## src/hdl/lfbpe_pkg.sv

```systemverilog
// Shared types, constants and helper functions for the LCD frame store pixel expander.
// Used by every module under hdl/; depends on nothing else.
package lfbpe_pkg;

  // Default size of the frame store in bytes.
  localparam int unsigned FrameBytesDef = 262144;

  // Byte addresses reach 2 * (1023 * 2047 + 1023) + 1, so 22 bits cover every case.
  localparam int unsigned AddrW = 22;

  typedef logic [AddrW-1:0] addr_t;

  // Pixel formats of the frame store.
  typedef enum logic [1:0] {
    ModePage1  = 2'd0,
    ModeGray4  = 2'd1,
    ModeRgb444 = 2'd2,
    ModeRgb565 = 2'd3
  } pixel_mode_e;

  // Configuration register indexes.
  typedef enum logic [2:0] {
    CfgFrameWidth  = 3'd0,
    CfgFrameHeight = 3'd1,
    CfgPixelMode   = 3'd2,
    CfgBacklightOn = 3'd3,
    CfgBgLitRgb    = 3'd4,
    CfgBgDefRgb    = 3'd5,
    CfgFgRgb       = 3'd6
  } cfg_reg_e;

  // Live configuration, held in the top level.
  typedef struct packed {
    logic [10:0] frame_width;
    logic [10:0] frame_height;
    pixel_mode_e pixel_mode;
    logic        backlight_on;
    logic [23:0] bg_lit_rgb;
    logic [23:0] bg_default_rgb;
    logic [23:0] fg_rgb;
  } cfg_t;

  // Request leaving the address stages for the frame store.
  typedef struct packed {
    logic       fetch;
    logic       in_range;
    logic [2:0] y_lo;
    addr_t      addr;
    logic [7:0] data;
  } store_req_t;

  // Read result handed from the frame store to the color expander.
  typedef struct packed {
    logic       in_range;
    logic [2:0] y_lo;
    logic       a0;
    logic       addr_ok;
    logic       next_ok;
    logic [7:0] even_byte;
    logic [7:0] odd_byte;
  } store_rd_t;

  // z * ceil(2^15 / 15), so that (bg * GrayRecip[z]) >> 15 equals (z * bg) / 15.
  localparam logic [15:0] GrayRecip [16] = '{
    16'd0,     16'd2185,  16'd4370,  16'd6555,
    16'd8740,  16'd10925, 16'd13110, 16'd15295,
    16'd17480, 16'd19665, 16'd21850, 16'd24035,
    16'd26220, 16'd28405, 16'd30590, 16'd32775
  };

  // One channel of a four-bit gray pixel: bg - (z * bg) / 15.
  function automatic logic [7:0] gray_level(input logic [7:0] bg, input logic [3:0] z);
    logic [23:0] prod;
    prod = 24'(bg) * 24'(GrayRecip[z]);
    return bg - prod[22:15];
  endfunction

endpackage

```

## src/hdl/lfbpe_expand.sv

```systemverilog
// Color expansion of the fetched bytes into 8-bit R, G, B, and the output register.
// Depends on lfbpe_pkg.
module lfbpe_expand (
  input  logic                 clk_i,
  input  logic                 rst_ni,
  input  lfbpe_pkg::cfg_t      cfg_i,
  input  logic                 rd_valid_i,
  output logic                 rd_ready_o,
  input  lfbpe_pkg::store_rd_t rd_i,
  output logic                 out_valid_o,
  input  logic                 out_ready_i,
  output logic [23:0]          out_rgb_o,
  output logic                 out_in_range_o
);

  logic        valid_q;
  logic [23:0] rgb_d, rgb_q;
  logic        in_range_q;
  logic [7:0]  byte_v, lo_byte, hi_byte;
  logic [15:0] word_v;
  logic [23:0] bg;
  logic [3:0]  z;
  logic [4:0]  r5, b5;
  logic [5:0]  g6;

  assign rd_ready_o = !valid_q || out_ready_i;

  // Byte and word views; bytes beyond the store read as zero.
  always_comb begin
    lo_byte = rd_i.addr_ok ? rd_i.even_byte : 8'h00;
    hi_byte = rd_i.next_ok ? rd_i.odd_byte : 8'h00;
    if (!rd_i.addr_ok) begin
      byte_v = 8'h00;
    end else if (rd_i.a0) begin
      byte_v = rd_i.odd_byte;
    end else begin
      byte_v = rd_i.even_byte;
    end
    word_v = {hi_byte, lo_byte};
    bg     = cfg_i.backlight_on ? cfg_i.bg_lit_rgb : cfg_i.bg_default_rgb;
    z      = rd_i.y_lo[0] ? byte_v[7:4] : byte_v[3:0];
    r5     = word_v[15:11];
    g6     = word_v[10:5];
    b5     = word_v[4:0];
  end

  // Per-format expansion; a pixel off the panel is black.
  always_comb begin
    if (!rd_i.in_range) begin
      rgb_d = 24'h000000;
    end else begin
      case (cfg_i.pixel_mode)
        lfbpe_pkg::ModePage1: begin
          rgb_d = byte_v[rd_i.y_lo] ? cfg_i.fg_rgb : bg;
        end
        lfbpe_pkg::ModeGray4: begin
          rgb_d = {lfbpe_pkg::gray_level(bg[23:16], z),
                   lfbpe_pkg::gray_level(bg[15:8], z),
                   lfbpe_pkg::gray_level(bg[7:0], z)};
        end
        lfbpe_pkg::ModeRgb444: begin
          rgb_d = {word_v[11:8], word_v[11:8], word_v[7:4], word_v[7:4],
                   word_v[3:0], word_v[3:0]};
        end
        default: begin
          rgb_d = {r5, r5[4:2], g6, g6[5:4], b5, b5[4:2]};
        end
      endcase
    end
  end

  // Output valid bit.
  always_ff @(posedge clk_i or negedge rst_ni) begin
    if (!rst_ni) begin
      valid_q <= 1'b0;
    end else if (rd_ready_o) begin
      valid_q <= rd_valid_i;
    end
  end

  // Output payload.
  always_ff @(posedge clk_i) begin
    if (rd_valid_i && rd_ready_o) begin
      rgb_q      <= rgb_d;
      in_range_q <= rd_i.in_range;
    end
  end

  assign out_valid_o    = valid_q;
  assign out_rgb_o      = rgb_q;
  assign out_in_range_o = in_range_q;

endmodule

```

## config.mk

```make
export PLATFORM = sky130hd
export DESIGN_NAME = lfbpe_expand
export DESIGN_NICKNAME = d
export VERILOG_FILES = /design/src/hdl/lfbpe_pkg.sv /design/src/hdl/lfbpe_expand.sv
export SDC_FILE = /design/constraint.sdc
export NUM_CORES = 1
export LEC_CHECK = 0
export BUFFER_PORTS_ARGS = -buffer_cell sky130_fd_sc_hd__buf_4
export CAP_MARGIN = 20
export CORE_ASPECT_RATIO = 0.75
export CORE_MARGIN = 4
export CORE_UTILIZATION = 26
export DETAILED_ROUTE_END_ITERATION = 6
export HOLD_SLACK_MARGIN = 0.05
export SYNTH_ARGS = -nofsm -noshare
export SYNTH_HDL_FRONTEND = slang
export SYNTH_SLANG_ARGS = --single-unit
```

## constraint.sdc

```tcl
create_clock -name clk_i -period 1.43 [get_ports clk_i]
set_input_delay 0.0715 -clock clk_i [delete_from_list [all_inputs] [get_ports clk_i]]
set_output_delay 0.0715 -clock clk_i [all_outputs]
set_load 0.03 [all_outputs]
```

==> metrics.yaml <==
cts:
  clock-sinks: 26
  numCtsBuffers: 3
  h-tree-depth: 1
  cts_tree: "built"
  cts_root_buffer: "clkbuf_16"
  clockBufferDepth: 2
  clk_latency_ns: 0.26
  clkTransAtPathRegs_ns: 0.06
placement:
  place.gp.congestion: 0.966
  placed_area_um2: 17300
  io_buffers: 128
  dpl.cell_count: 2614
  place_hpwl_mm: 39.6
critical_path:
  worstPathRequired_ns: 1.45
  crit_arrival_ns: 6.80
  slowest_stage: "fa_2"
  reg2reg_to: "out_rgb_o[3]$_SDFFCE_PN0P_"
  slowest_delay_ns: 0.56
  regToRegStartpoint: "out_valid_o$_DFFE_PN0N_"
  r2r_slack_ns: 0.21
  crit_path_end_kind: "register"
  rr_worst_depth: 2
  crit_fanout: 4
  crit_type: "input port to register"
  cp-start-kind: "input port"
global_route:
  groute.usage.overall_pct: 16.9
  grt_max_degree: 28
  grt_pass1_wl_mm: 70.8
  grt_overflow: 0
  grt_pass1_vias: 12900
  antenna_found_initial: 0
route:
  drc_errors: 0
  viasPerCell: 4.61
  vias: 12300
  wl_mm: 45.6
  wl_per_cell_um: 17.1
  drt-initial-drc-count: 841
  drtAntennaViolNets: 0
  dr.pass1.iters: 5
pwr:
  pwr-share-seq_pct: 4.1
  swShare_pct: 48.2
  p_int_mw: 12.6
  power_density_nw_per_um2: 1290
  p_leak_nw: 9.73
  p_total_mw: 24.3
  pwr-share-comb_pct: 93.3
  ir_worst_vdd_mv: 0.773
  switchingPower_mw: 11.7
  p_clk_share_pct: 2.6
timing:
  final_hold_viol_count: 0
  period_minus_slack_ns: 6.78
  worst_pin_slew_ns: 0.421
  rsz0062_at_grt: "true"
  skew_ns: 0.00388
  fmax_ghz: 0.147
  slew_headroom_pct: 71.2
  setup_viol: 24
  timing.final.ws_setup_ns: -5.35
  maxSlewViolCount: 0
  finalCritPeriodShare_pct: 474
  fin_setup_tns_ns: -120.27
finish:
  nets: 2521
  finalNonFillerCells: 2663
  layout_common_cells: "508 x buf_4, 323 x inv_1, 217 x fa_1"
  finalInstanceArea_um2: 18800
  layout_commonest_cell: "buf_4"
  area_growth_pct: 47.7
  final_layout_size_suffix_gt1_share_pct: 37.2
synth:
  ys.flop_type: "edfxtp_1"
  yosysWarnings: 0
  syn_nets: 2016
  ys_async_sr_fraction_pct: 3.85
  ys_ff_latch: 26
  synth_edf_count: 25
  synth_cells: 1519
  syn_area_um2: 12700
  yosysSeqAreaShare_pct: 6.11
  synth_cell_type_count: 68
  syn_avg_cell_area_um2: 8.36
floorplanning:
  die_area_um2: 52500
  die_height_um: 199
  core.rowCount: 69
  io_pins: 151
  fp.dieW_um: 263
  core_um2: 47800
  initial_core_util_pct: 26.6
status:
  status: "finished with violations"
  violations: "setup timing"
job:
  maxCapViolCount: 0
worst_hold_path:
  min_path_type: "input port to async pin"
-- final cells by class --
class | count | area [um2]
clock buffers | 3 | 75.1
multi-input cells | 1107 | 11500
flip-flops and latches | 26 | 776
inverters | 342 | 1290
well taps | 639 | 800
diodes | 1 | 2.50
repair buffers | 544 | 4290
fillers | 4799 | 29100
clock inverters | 1 | 3.75
-- how the worst max path moves through the flow --
| stage | from | endpoint | cells after the start |
|---|---|---|---|
| floorplan | rd_i[18] | out_rgb_o[7]$_SDFFCE_PN0P_ | 33 |
| global placement | rd_i[18] | out_rgb_o[23]$_SDFFCE_PN0P_ | 35 |
| detailed placement | rd_i[18] | out_rgb_o[7]$_SDFFCE_PN0P_ | 35 |
| CTS | rd_i[18] | out_rgb_o[7]$_SDFFCE_PN0P_ | 32 |
| global route | rd_i[18] | out_rgb_o[7]$_SDFFCE_PN0P_ | 33 |
| finish | rd_i[18] | out_rgb_o[6]$_SDFFCE_PN0P_ | 35 |
-- power by group through the flow --
| stage | sequential [mW] | clock, mW | combinational, mW |
|---|---|---|---|
| 6_report | 1.00 | 0.620 | 22.7 |
| 5_1_grt | 1.01 | 0.651 | 25.1 |
| 4_1_cts | 1.00 | 0.624 | 20.2 |
| 3_5_place_dp | 1.02 | 0 | 18.3 |
| 3_3_place_gp | 1.01 | 0 | 18.0 |
| 2_1_floorplan | 1.18 | 0 | 11.1 |
-- flip-flops by register name, indices dropped and copies added (netlist names) --
signal          count
out_rgb_o          24
out_in_range_o      1
out_valid_o         1
-- what timing repair did --
| action | in CTS | in global routing |
|---|---|---|
| hold endpoints to repair | 2 | 0 |
| setup endpoints to repair | 24 | 24 |
| resized for setup | 124 | 103 |
| pin swaps | 85 | 116 |
| hold buffers | 2 | 0 |
| setup buffers | 30 | 18 |
-- critical path, delay by kind of cell --
family	cells	cell delay, ns
buffers and inverters	6	0.71
AND/OR/NAND/NOR	9	1.02
XOR/XNOR	2	0.32
adder cells (fa/ha/maj)	7	2.71
multiplexers	1	0.32
AO/OA/AOI/OAI	10	1.65
-- synth_stat cells, types with 6 or more instances --
cell type,n,area (um2)
ha_1,142,1780
xor2_1,20,175
mux2_2,8,90.1
a211oi_1,9,67.6
o211ai_1,14,105
clkbuf_1,32,120
edfxtp_1,25,751
inv_1,337,1260
a21oi_1,57,285
nor2b_1,12,75.1
buf_2,6,30.0
nand2_1,188,706
and2_1,11,68.8
nor2_1,165,619
o22ai_1,6,37.5
a21o_1,12,90.1
xnor2_1,33,289
nand2b_1,6,37.5
nor3_1,7,35.0
o21ai_0,53,265
nand3_1,17,85.1
or3_1,7,43.8
fa_1,231,4620
mux2i_1,32,320
a31oi_1,10,62.6
-- cells by family after synthesis --
| group | synth area share, % |
|---|---|
| fa+ha+maj | 50.4 |
| flops | 6.11 |
| compound gates | 10.5 |
| buf+inv | 11.5 |
| mux | 3.46 |
| xor+xnor | 3.65 |
| simple gates | 14.3 |
-- stage by stage --
step | setup slack (ns) | hold slack [ns] | util (%)
after floorplan | -5.41 | -0.224 | -
after global placement | -5.71 | -0.153 | 36.3
after detailed placement | -5.85 | -0.150 | 36.3
after CTS | -5.42 | 0.118 | 38.0
after global routing | -5.65 | 0.134 | 39.2
final | -5.35 | 0.125 | 39.2
-- routing by layer --
metal / up-vias / global-route usage (%) / routed length (um)
met1: 6007 / 24.3 / 20800
met2: 446 / 27.8 / 20700
li1: 5774 / - / -
met5: - / 0 / 0
met4: 0 / 2.71 / 836
met3: 56 / 2.62 / 3290
Power figures use the tool's default switching activity.
