[config.mk]
export PLATFORM = sky130hd
export DESIGN_NAME = lfbpe_front
export DESIGN_NICKNAME = d
export VERILOG_FILES = /design/src/hdl/lfbpe_pkg.sv /design/src/hdl/lfbpe_front.sv
export SDC_FILE = /design/constraint.sdc
export NUM_CORES = 1
export LEC_CHECK = 0
export ABC_AREA = 1
export BUFFER_PORTS_ARGS = -buffer_cell sky130_fd_sc_hd__clkbuf_2
export CAP_MARGIN = 30
export CELL_PAD_IN_SITES_DETAIL_PLACEMENT = 1
export CELL_PAD_IN_SITES_GLOBAL_PLACEMENT = 1
export CORE_ASPECT_RATIO = 0.7
export CORE_MARGIN = 5
export CORE_UTILIZATION = 40
export CTS_BUF_LIST = sky130_fd_sc_hd__clkbuf_8
export DETAILED_ROUTE_END_ITERATION = 10
export PLACE_DENSITY = 0.85
export SYNTH_ARGS = -nofsm -noshare
export SYNTH_HDL_FRONTEND = slang
export SYNTH_SLANG_ARGS = --single-unit
[constraint.sdc]
create_clock -name clk_i -period 9.2 [get_ports clk_i]
set_input_delay 0.46 -clock clk_i [delete_from_list [all_inputs] [get_ports clk_i]]
set_output_delay 0.46 -clock clk_i [all_outputs]
set_load 0.1 [all_outputs]
[src/hdl/lfbpe_pkg.sv]
// Shared types, constants and helper functions for the LCD frame store pixel expander.
// Used by every module under hdl/; depends on nothing else.
package lfbpe_pkg;

  // Default size of the frame store in bytes.
  localparam int unsigned FrameBytesDef = 262144;

  // Byte addresses reach 2 * (1023 * 2047 + 1023) + 1, so 22 bits cover every case.
  localparam int unsigned AddrW = 22;

  typedef logic [AddrW-1:0] addr_t;

  // Pixel formats of the frame store.
  typedef enum logic [1:0] {
    ModePage1  = 2'd0,
    ModeGray4  = 2'd1,
    ModeRgb444 = 2'd2,
    ModeRgb565 = 2'd3
  } pixel_mode_e;

  // Configuration register indexes.
  typedef enum logic [2:0] {
    CfgFrameWidth  = 3'd0,
    CfgFrameHeight = 3'd1,
    CfgPixelMode   = 3'd2,
    CfgBacklightOn = 3'd3,
    CfgBgLitRgb    = 3'd4,
    CfgBgDefRgb    = 3'd5,
    CfgFgRgb       = 3'd6
  } cfg_reg_e;

  // Live configuration, held in the top level.
  typedef struct packed {
    logic [10:0] frame_width;
    logic [10:0] frame_height;
    pixel_mode_e pixel_mode;
    logic        backlight_on;
    logic [23:0] bg_lit_rgb;
    logic [23:0] bg_default_rgb;
    logic [23:0] fg_rgb;
  } cfg_t;

  // Request leaving the address stages for the frame store.
  typedef struct packed {
    logic       fetch;
    logic       in_range;
    logic [2:0] y_lo;
    addr_t      addr;
    logic [7:0] data;
  } store_req_t;

  // Read result handed from the frame store to the color expander.
  typedef struct packed {
    logic       in_range;
    logic [2:0] y_lo;
    logic       a0;
    logic       addr_ok;
    logic       next_ok;
    logic [7:0] even_byte;
    logic [7:0] odd_byte;
  } store_rd_t;

  // z * ceil(2^15 / 15), so that (bg * GrayRecip[z]) >> 15 equals (z * bg) / 15.
  localparam logic [15:0] GrayRecip [16] = '{
    16'd0,     16'd2185,  16'd4370,  16'd6555,
    16'd8740,  16'd10925, 16'd13110, 16'd15295,
    16'd17480, 16'd19665, 16'd21850, 16'd24035,
    16'd26220, 16'd28405, 16'd30590, 16'd32775
  };

  // One channel of a four-bit gray pixel: bg - (z * bg) / 15.
  function automatic logic [7:0] gray_level(input logic [7:0] bg, input logic [3:0] z);
    logic [23:0] prod;
    prod = 24'(bg) * 24'(GrayRecip[z]);
    return bg - prod[22:15];
  endfunction

endpackage

[src/hdl/lfbpe_front.sv]
// Two address stages: range check and row selection, then the row multiply.
// Depends on lfbpe_pkg.
module lfbpe_front (
  input  logic                   clk_i,
  input  logic                   rst_ni,
  input  lfbpe_pkg::cfg_t        cfg_i,
  input  logic                   in_valid_i,
  output logic                   in_ready_o,
  input  logic                   action_i,
  input  logic [17:0]            byte_address_i,
  input  logic [7:0]             byte_data_i,
  input  logic [9:0]             pixel_x_i,
  input  logic [9:0]             pixel_y_i,
  output logic                   req_valid_o,
  input  logic                   req_ready_i,
  output lfbpe_pkg::store_req_t  req_o
);

  typedef struct packed {
    logic        fetch;
    logic        in_range;
    logic [9:0]  x;
    logic [9:0]  row;
    logic [2:0]  y_lo;
    logic [17:0] wr_addr;
    logic [7:0]  wr_data;
  } s1_t;

  s1_t                   s1_d, s1_q;
  logic                  s1_valid_q;
  lfbpe_pkg::store_req_t s2_d, s2_q;
  logic                  s2_valid_q;
  logic                  s1_ready, s2_ready;
  logic                  s1_en, s2_en;
  logic [20:0]           pix_idx;

  // Stage handshakes: a stage takes a request when it is empty or draining.
  assign s2_ready   = !s2_valid_q || req_ready_i;
  assign s1_ready   = !s1_valid_q || s2_ready;
  assign s1_en      = in_valid_i && s1_ready;
  assign s2_en      = s1_valid_q && s2_ready;
  assign in_ready_o = s1_ready;

  // Stage one: panel bounds and the page row for the current pixel format.
  always_comb begin
    s1_d.fetch    = action_i;
    s1_d.in_range = ({1'b0, pixel_x_i} < cfg_i.frame_width) &&
                    ({1'b0, pixel_y_i} < cfg_i.frame_height);
    s1_d.x        = pixel_x_i;
    s1_d.y_lo     = pixel_y_i[2:0];
    s1_d.wr_addr  = byte_address_i;
    s1_d.wr_data  = byte_data_i;
    case (cfg_i.pixel_mode)
      lfbpe_pkg::ModePage1: s1_d.row = {3'b000, pixel_y_i[9:3]};
      lfbpe_pkg::ModeGray4: s1_d.row = {1'b0, pixel_y_i[9:1]};
      default:              s1_d.row = pixel_y_i;
    endcase
  end

  // Stage two: row times width plus column, doubled for two-byte pixels.
  assign pix_idx = 21'(s1_q.row) * 21'(cfg_i.frame_width) + 21'(s1_q.x);

  always_comb begin
    s2_d.fetch    = s1_q.fetch;
    s2_d.in_range = s1_q.in_range;
    s2_d.y_lo     = s1_q.y_lo;
    s2_d.data     = s1_q.wr_data;
    if (!s1_q.fetch) begin
      s2_d.addr = lfbpe_pkg::addr_t'(s1_q.wr_addr);
    end else if (cfg_i.pixel_mode == lfbpe_pkg::ModeRgb444 ||
                 cfg_i.pixel_mode == lfbpe_pkg::ModeRgb565) begin
      s2_d.addr = {pix_idx, 1'b0};
    end else begin
      s2_d.addr = {1'b0, pix_idx};
    end
  end

  // Valid bits.
  always_ff @(posedge clk_i or negedge rst_ni) begin
    if (!rst_ni) begin
      s1_valid_q <= 1'b0;
      s2_valid_q <= 1'b0;
    end else begin
      if (s1_ready) begin
        s1_valid_q <= in_valid_i;
      end
      if (s2_ready) begin
        s2_valid_q <= s1_valid_q;
      end
    end
  end

  // Payload registers.
  always_ff @(posedge clk_i) begin
    if (s1_en) begin
      s1_q <= s1_d;
    end
    if (s2_en) begin
      s2_q <= s2_d;
    end
  end

  assign req_valid_o = s2_valid_q;
  assign req_o       = s2_q;

endmodule

==> flow_summary.yaml, run 1 <==
run_status:
  status: "complete, no violations"
sta:
  max_freq_ghz: 0.1891
  finalHoldViolations: 0
  timing.hold.ws_ns: 0.2436
  finalCritPeriodShare_pct: 57.49
  finalSetupViolations: 0
  layout_setup_ws_ns: 3.911
  slew_violations: 0
  slew_headroom_pct: 62.87
  min_period_ns: 5.289
  rsz0062_at_grt: "false"
  worst-slew-pin-transition_ns: 0.5593
  clock_skew_ns: 0.01808
  final.setup.tns_ns: 0
setup_path:
  reg2reg_depth: 21
  crit_path_max_fanout: 11
  crit_required_ns: 9.31
  endpoint_kind: "flop"
  cp.arrival_ns: 5.40
  rr_endpoint: "req_o[29]"
  reg2reg_from: "s1_q[32]"
  startpoint_type: "flop"
  r2r_setup_slack_ns: 3.91
  worstSetupPathType: "reg -> reg"
yosys:
  synth_warnings: 0
  synth_top_family_by_area: "adder cells"
  synth-simple-area-share_pct: 18.45
  yosysMostFrequentCell: "nand2_1"
  synth_nets: 1228
  syn_area_um2: 8021
  synth-main-ff-cell: "edfxtp_1"
  synth.distinct_cells: 32
  seq_area_frac_synth_pct: 32.82
  synth_compound_area_share_pct: 3.276
  ys_seq_elements: 88
  async_reset_ff_share_pct: 2.273
  synthMuxAreaShare_pct: 0
  synth.top_cells.by_count: "nand2_1 (263), inv_1 (236), edfxtp_1 (86)"
  synthAdderAreaFrac_pct: 32.13
  synthTopCellsByArea: "edfxtp_1 (32%), fa_1 (20%), nand2_1 (12%)"
  syn_inst: 922
  yosysTopAreaCell: "edfxtp_1"
  synth_top_cell_area_share_pct: 32.19
  synth-edff-count: 86
  avgSynthCellArea_um2: 8.700
  synthXorXnorAreaFrac_pct: 0.9827
route:
  wl_per_cell_um: 15.88
  vias: 6200
  drtPass1Iterations: 4
  first_iter_violations: 314
  via_per_inst: 4.777
  finalWirelength_mm: 20.62
  ant_nets: 0
  drc: 0
clock_network:
  cts_resized: 0
  cts_made_buffers: 9
  clk_path_buf_depth: 2
  cts_tree: "done"
  clk_latency_ns: 0.38
  root_buffer: "clkbuf_8"
  cts.sinks: 88
  h-tree-depth: 3
  path_clk_slew_ns: 0.11
floorplan:
  row_count: 43
  die_height_um: 128.5
  io_pins: 185
  die_x_um: 179.3
  start_util_pct: 40.62
  dieArea_um2: 23030
  core-area_um2: 19750
min_path:
  hold_depth: 1
  hold_class: "in -> reg"
  hold_end: "s1_q[6]"
  min-delay-start: "byte_data_i[6]"
global_route:
  grt_max_degree: 46
  grt_pass1_vias: 6945
  grt_first_pass_wirelength_mm: 35.01
  grt_use_total_pct: 19.07
  antenna_found_initial: 0
  globalRoute.totalOverflow: 0
final_layout:
  area_delta_synth_final_pct: 13.23
  drive_above_1_share_pct: 13.72
  n_fill_cell: 2389
  layout.nets: 1329
  n_antenna_cell: 0
power:
  irDropWorstVdd_v: 0.0001577
  power_density_nw_per_um2: 329.2
  leakage_nw: 4.972
place:
  hpwlAfterDp_mm: 17.42
  routabilityCongestion: 0.8763
  io_buffers: 111
  place_ws_ns: 3.834
job:
  drv_cap: 0
[kinds of logic after synthesis]
group / count (synthesis)
AOI/OAI and AO/OA: 43
xor gates and xnor gates: 9
DFF: 88
buffers and inverters: 262
and+or+nand+nor: 362
adders and majority gates: 158
[layer usage]
layer | share of wire (%) | GRT usage, % | vias to the layer above
li1 | - | - | 3021
met1 | 47 | 26.08 | 3015
met2 | 45 | 30.94 | 151
met3 | 7.2 | 6.050 | 13
met4 | 0.52 | 2.417 | 0
met5 | 0 | 0 | -
[layout by cell type (no fill, tap or decap), types with 2 or more instances in the layout]
master,netlist,final
nand2_1,263,263
inv_1,236,235
clkbuf_2,0,111
edfxtp_1,86,86
fa_1,80,80
ha_1,78,78
nand3_1,53,53
nor2_1,26,26
a21oi_1,20,19
clkbuf_8,0,9
o21ai_0,8,8
xor2_1,6,6
o221ai_1,6,6
nor3_1,5,5
o211ai_1,4,4
nand2_2,3,3
nand3b_1,3,3
xnor2_1,3,3
inv_8,0,3
inv_2,1,2
or2_1,2,2
nand4_1,2,2
o2111ai_1,2,2
clkinv_4,0,2
buf_12,0,2
dfrtp_1,2,2
[worst max path at each step]
stage,end,slack (ns),cells past startpoint,from
2_1_floorplan,req_o[20],4.29,20,cfg_i[86]
3_3_place_gp,req_o[19],3.96,20,cfg_i[86]
3_5_place_dp,req_o[28],3.83,22,cfg_i[91]
4_1_cts,req_o[28],3.92,21,s1_q[32]
5_1_grt,req_o[29],3.63,19,s1_q[35]
6_report,req_o[29],3.91,21,s1_q[32]
[repair_timing]
action / CTS / global route
buffers inserted: 0 / 0
endpoints found under the hold margin: 2 / 0
setup endpoints to repair: 0 / 0
hold buffers: 1 / 0
[metrics by stage]
stage	cells	total power [mW]	util (%)	cell area, um2
6_report	1298	2.990	46.00	9082
5_1_grt	1298	3.331	46.00	9082
4_1_cts	1297	3.027	45.96	9075
3_5_place_dp	1280	2.745	44.90	8866
3_3_place_gp	1278	2.654	44.70	8826
2_1_floorplan	922	2.223	-	8021
[layout make-up]
cell class / instances / area, um2 / share of cell area (%)
clock buffers: 9 / 123.9 / 1.364
inverters: 237 / 889.6 / 9.795
flip-flops and latches: 88 / 2633 / 28.98
multi-input cells: 572 / 4410 / 48.56
repair buffers: 115 / 613.1 / 6.750
clock inverters: 7 / 75.07 / 0.8266
well taps: 270 / 337.8 / 3.720
[worst max-delay path: stages, from the launching register on]
cell      delay, ns
edfxtp_1       0.68
nand2_1        0.15
fa_1           0.56
inv_1          0.05
fa_1           0.51
inv_1          0.06
fa_1           0.47
inv_1          0.05
fa_1           0.53
inv_1          0.06
fa_1           0.53
inv_1          0.04
ha_1           0.36
nand2_1        0.16
nor2_1         0.16
nand3_1        0.13
nand3_1        0.15
nand2_1        0.10
nand2_1        0.07
nand2_1        0.08
nand2_1        0.08
nor2_1         0.04
[state kept, by name, indices dropped and copies added (netlist names)]
signal and count:
s1_q 51, req_o 35, s1_valid_q 1, req_valid_o 1
[report_power, final]
| part | switching (mW) | total, mW | internal [mW] |
|---|---|---|---|
| sequential | 0.0329 | 0.564 | 0.531 |
| combinational | 1.49 | 2.16 | 0.666 |
| clock | 0.163 | 0.270 | 0.107 |
| total | 1.69 | 2.99 | 1.30 |
(Power assumes the default switching activity.)
==> run 2, diff against run 1 <==
Clock period 9.2 ns to 5.2 ns, I/O delays scaled along.
==> run 2 against run 1 <==
Effect of this change: clock power rose by 78%; first-iteration DRC count is 8.0% higher; worst hold slack worse by 0.20 ns; core utilization increased by 1.8 points.
==> flow_summary.yaml, run 2 (synthesis gave the netlist of run 1 again) <==
sta:
  slew_violations: 0
  finalCritPeriodShare_pct: 95.42
  max_freq_ghz: 0.2015
  min_period_ns: 4.962
  finalSetupViolations: 0
  layout_setup_ws_ns: 0.2382
  slew_headroom_pct: 62.76
  clock_skew_ns: 0.01272
  finalHoldViolations: 0
  worst-slew-pin-transition_ns: 0.5610
  final.setup.tns_ns: 0
floorplan:
  start_util_pct: 40.62
  die_height_um: 128.5
  io_pins: 185
  die_x_um: 179.3
  dieArea_um2: 23030
  row_count: 43
  core-area_um2: 19750
route:
  ant_nets: 0
  finalWirelength_mm: 21.97
  drc: 0
  first_iter_violations: 339
  vias: 6436
  via_per_inst: 4.835
  wl_per_cell_um: 16.51
  drtPass1Iterations: 5
final_layout:
  final_cell_mix: "nand2_1 (259), inv_1 (235), clkbuf_2 (111), edfxtp_1 (86), fa_1 (80)"
  area_delta_synth_final_pct: 17.66
  post-route-util_pct: 47.80
  design_area_um2: 9438
  largest-register: "s1_q"
  final_common_cell: "nand2_1"
  layout.nets: 1362
  drive_above_1_share_pct: 18.00
  largest_register_ffs: 51
  n_fill_cell: 2387
  n_antenna_cell: 0
job:
  drv_cap: 0
clock_network:
  clk_path_buf_depth: 2
  h-tree-depth: 3
  root_buffer: "clkbuf_8"
  cts_made_buffers: 9
  cts.sinks: 88
  clk_latency_ns: 0.38
  cts_tree: "done"
  path_clk_slew_ns: 0.10
power:
  leakage_nw: 5.135
  total_power_mw: 5.746
  power_density_nw_per_um2: 608.8
  irDropWorstVdd_v: 0.0003170
setup_path:
  endpoint_kind: "flop"
  cp.arrival_ns: 5.09
  crit_path_max_fanout: 5
  r2r_setup_slack_ns: 0.24
  worstSetupPathType: "reg -> reg"
  startpoint_type: "flop"
  crit_required_ns: 5.33
place:
  hpwlAfterDp_mm: 18.55
  io_buffers: 111
  routabilityCongestion: 0.8682
  place_area_um2: 9001
  place_ws_ns: 0.01074
global_route:
  antenna_found_initial: 0
  grt_first_pass_wirelength_mm: 36.64
  globalRoute.totalOverflow: 0
  grt_pass1_vias: 7184
  grt_use_total_pct: 20.11
  grt_max_degree: 46
min_path:
  hold_class: "in -> reg"
run_status:
  status: "complete, no violations"
-- run 2: cell count changes in the layout (fill, tap and decap cells not counted), moves of 4 or more --
cell,before,now
nand2_1,263,259
nand2_2,3,7
ha_4,0,5
ha_1,78,71
buf_4,1,34
-- run 2: final timing paths --
path,from,endpoint,cells after the start
max,s1_q[34],req_o[24],20
min reg2reg,s1_q[0],req_o[0],0
max in group asynchronous,rst_ni,s1_valid_q,2
min in group asynchronous,rst_ni,req_valid_o,2
min,byte_data_i[2],s1_q[2],1
max reg2reg,s1_q[34],req_o[24],20
-- run 2: stage by stage --
stage                     instances  hold WS (ns)
after detailed placement       1298       0.04871
after global placement         1295       0.04837
after CTS                      1319       0.01505
after global routing           1331      0.001408
after floorplan                 922      -0.03559
final                          1331       0.04538
-- run 2: critical path, stage by stage, from the launching register on --
cell and delay [ns]:
edfxtp_1 0.51, buf_4 0.20, buf_4 0.14, buf_4 0.14, nand2_1 0.06, inv_1 0.06
fa_1 0.48, fa_1 0.60, fa_1 0.44, fa_1 0.46, ha_1 0.31, ha_2 0.40
nand2_2 0.10, nor2_2 0.15, inv_1 0.10, nor3_2 0.12, nand2_1 0.12, nand2_1 0.09
nand2_1 0.07, nand3_1 0.10, nand3_1 0.09
-- run 2: layout make-up --
class | instances | area (um2) | share of cell area [%]
clock buffers | 9 | 123.9 | 1.312
inverters | 237 | 889.6 | 9.426
flip-flops and latches | 88 | 2633 | 27.89
repair buffers | 148 | 860.8 | 9.121
well taps | 270 | 337.8 | 3.579
clock inverters | 7 | 73.82 | 0.7822
multi-input cells | 572 | 4519 | 47.89
-- run 2: what timing repair did --
item                       in CTS  in global routing
hold endpoints to repair        2                  0
pin swaps                       0                  4
setup endpoints to repair       2                 13
hold buffers                    1                  0
setup buffers                   4                 12
gates resized for setup         0                 23
-- run 2: where the power goes --
part	switching [mW]	total, mW	internal (mW)
combinational	2.85	4.28	1.44
sequential	0.0428	0.982	0.939
clock	0.292	0.480	0.188
-- run 2: layer usage --
| metal | wire [um] | track usage, % |
|---|---|---|
| met5 | 0 | 0 |
| met4 | 222 | 3.626 |
| met3 | 1473 | 4.758 |
| met2 | 10100 | 32.89 |
| met1 | 10170 | 27.86 |
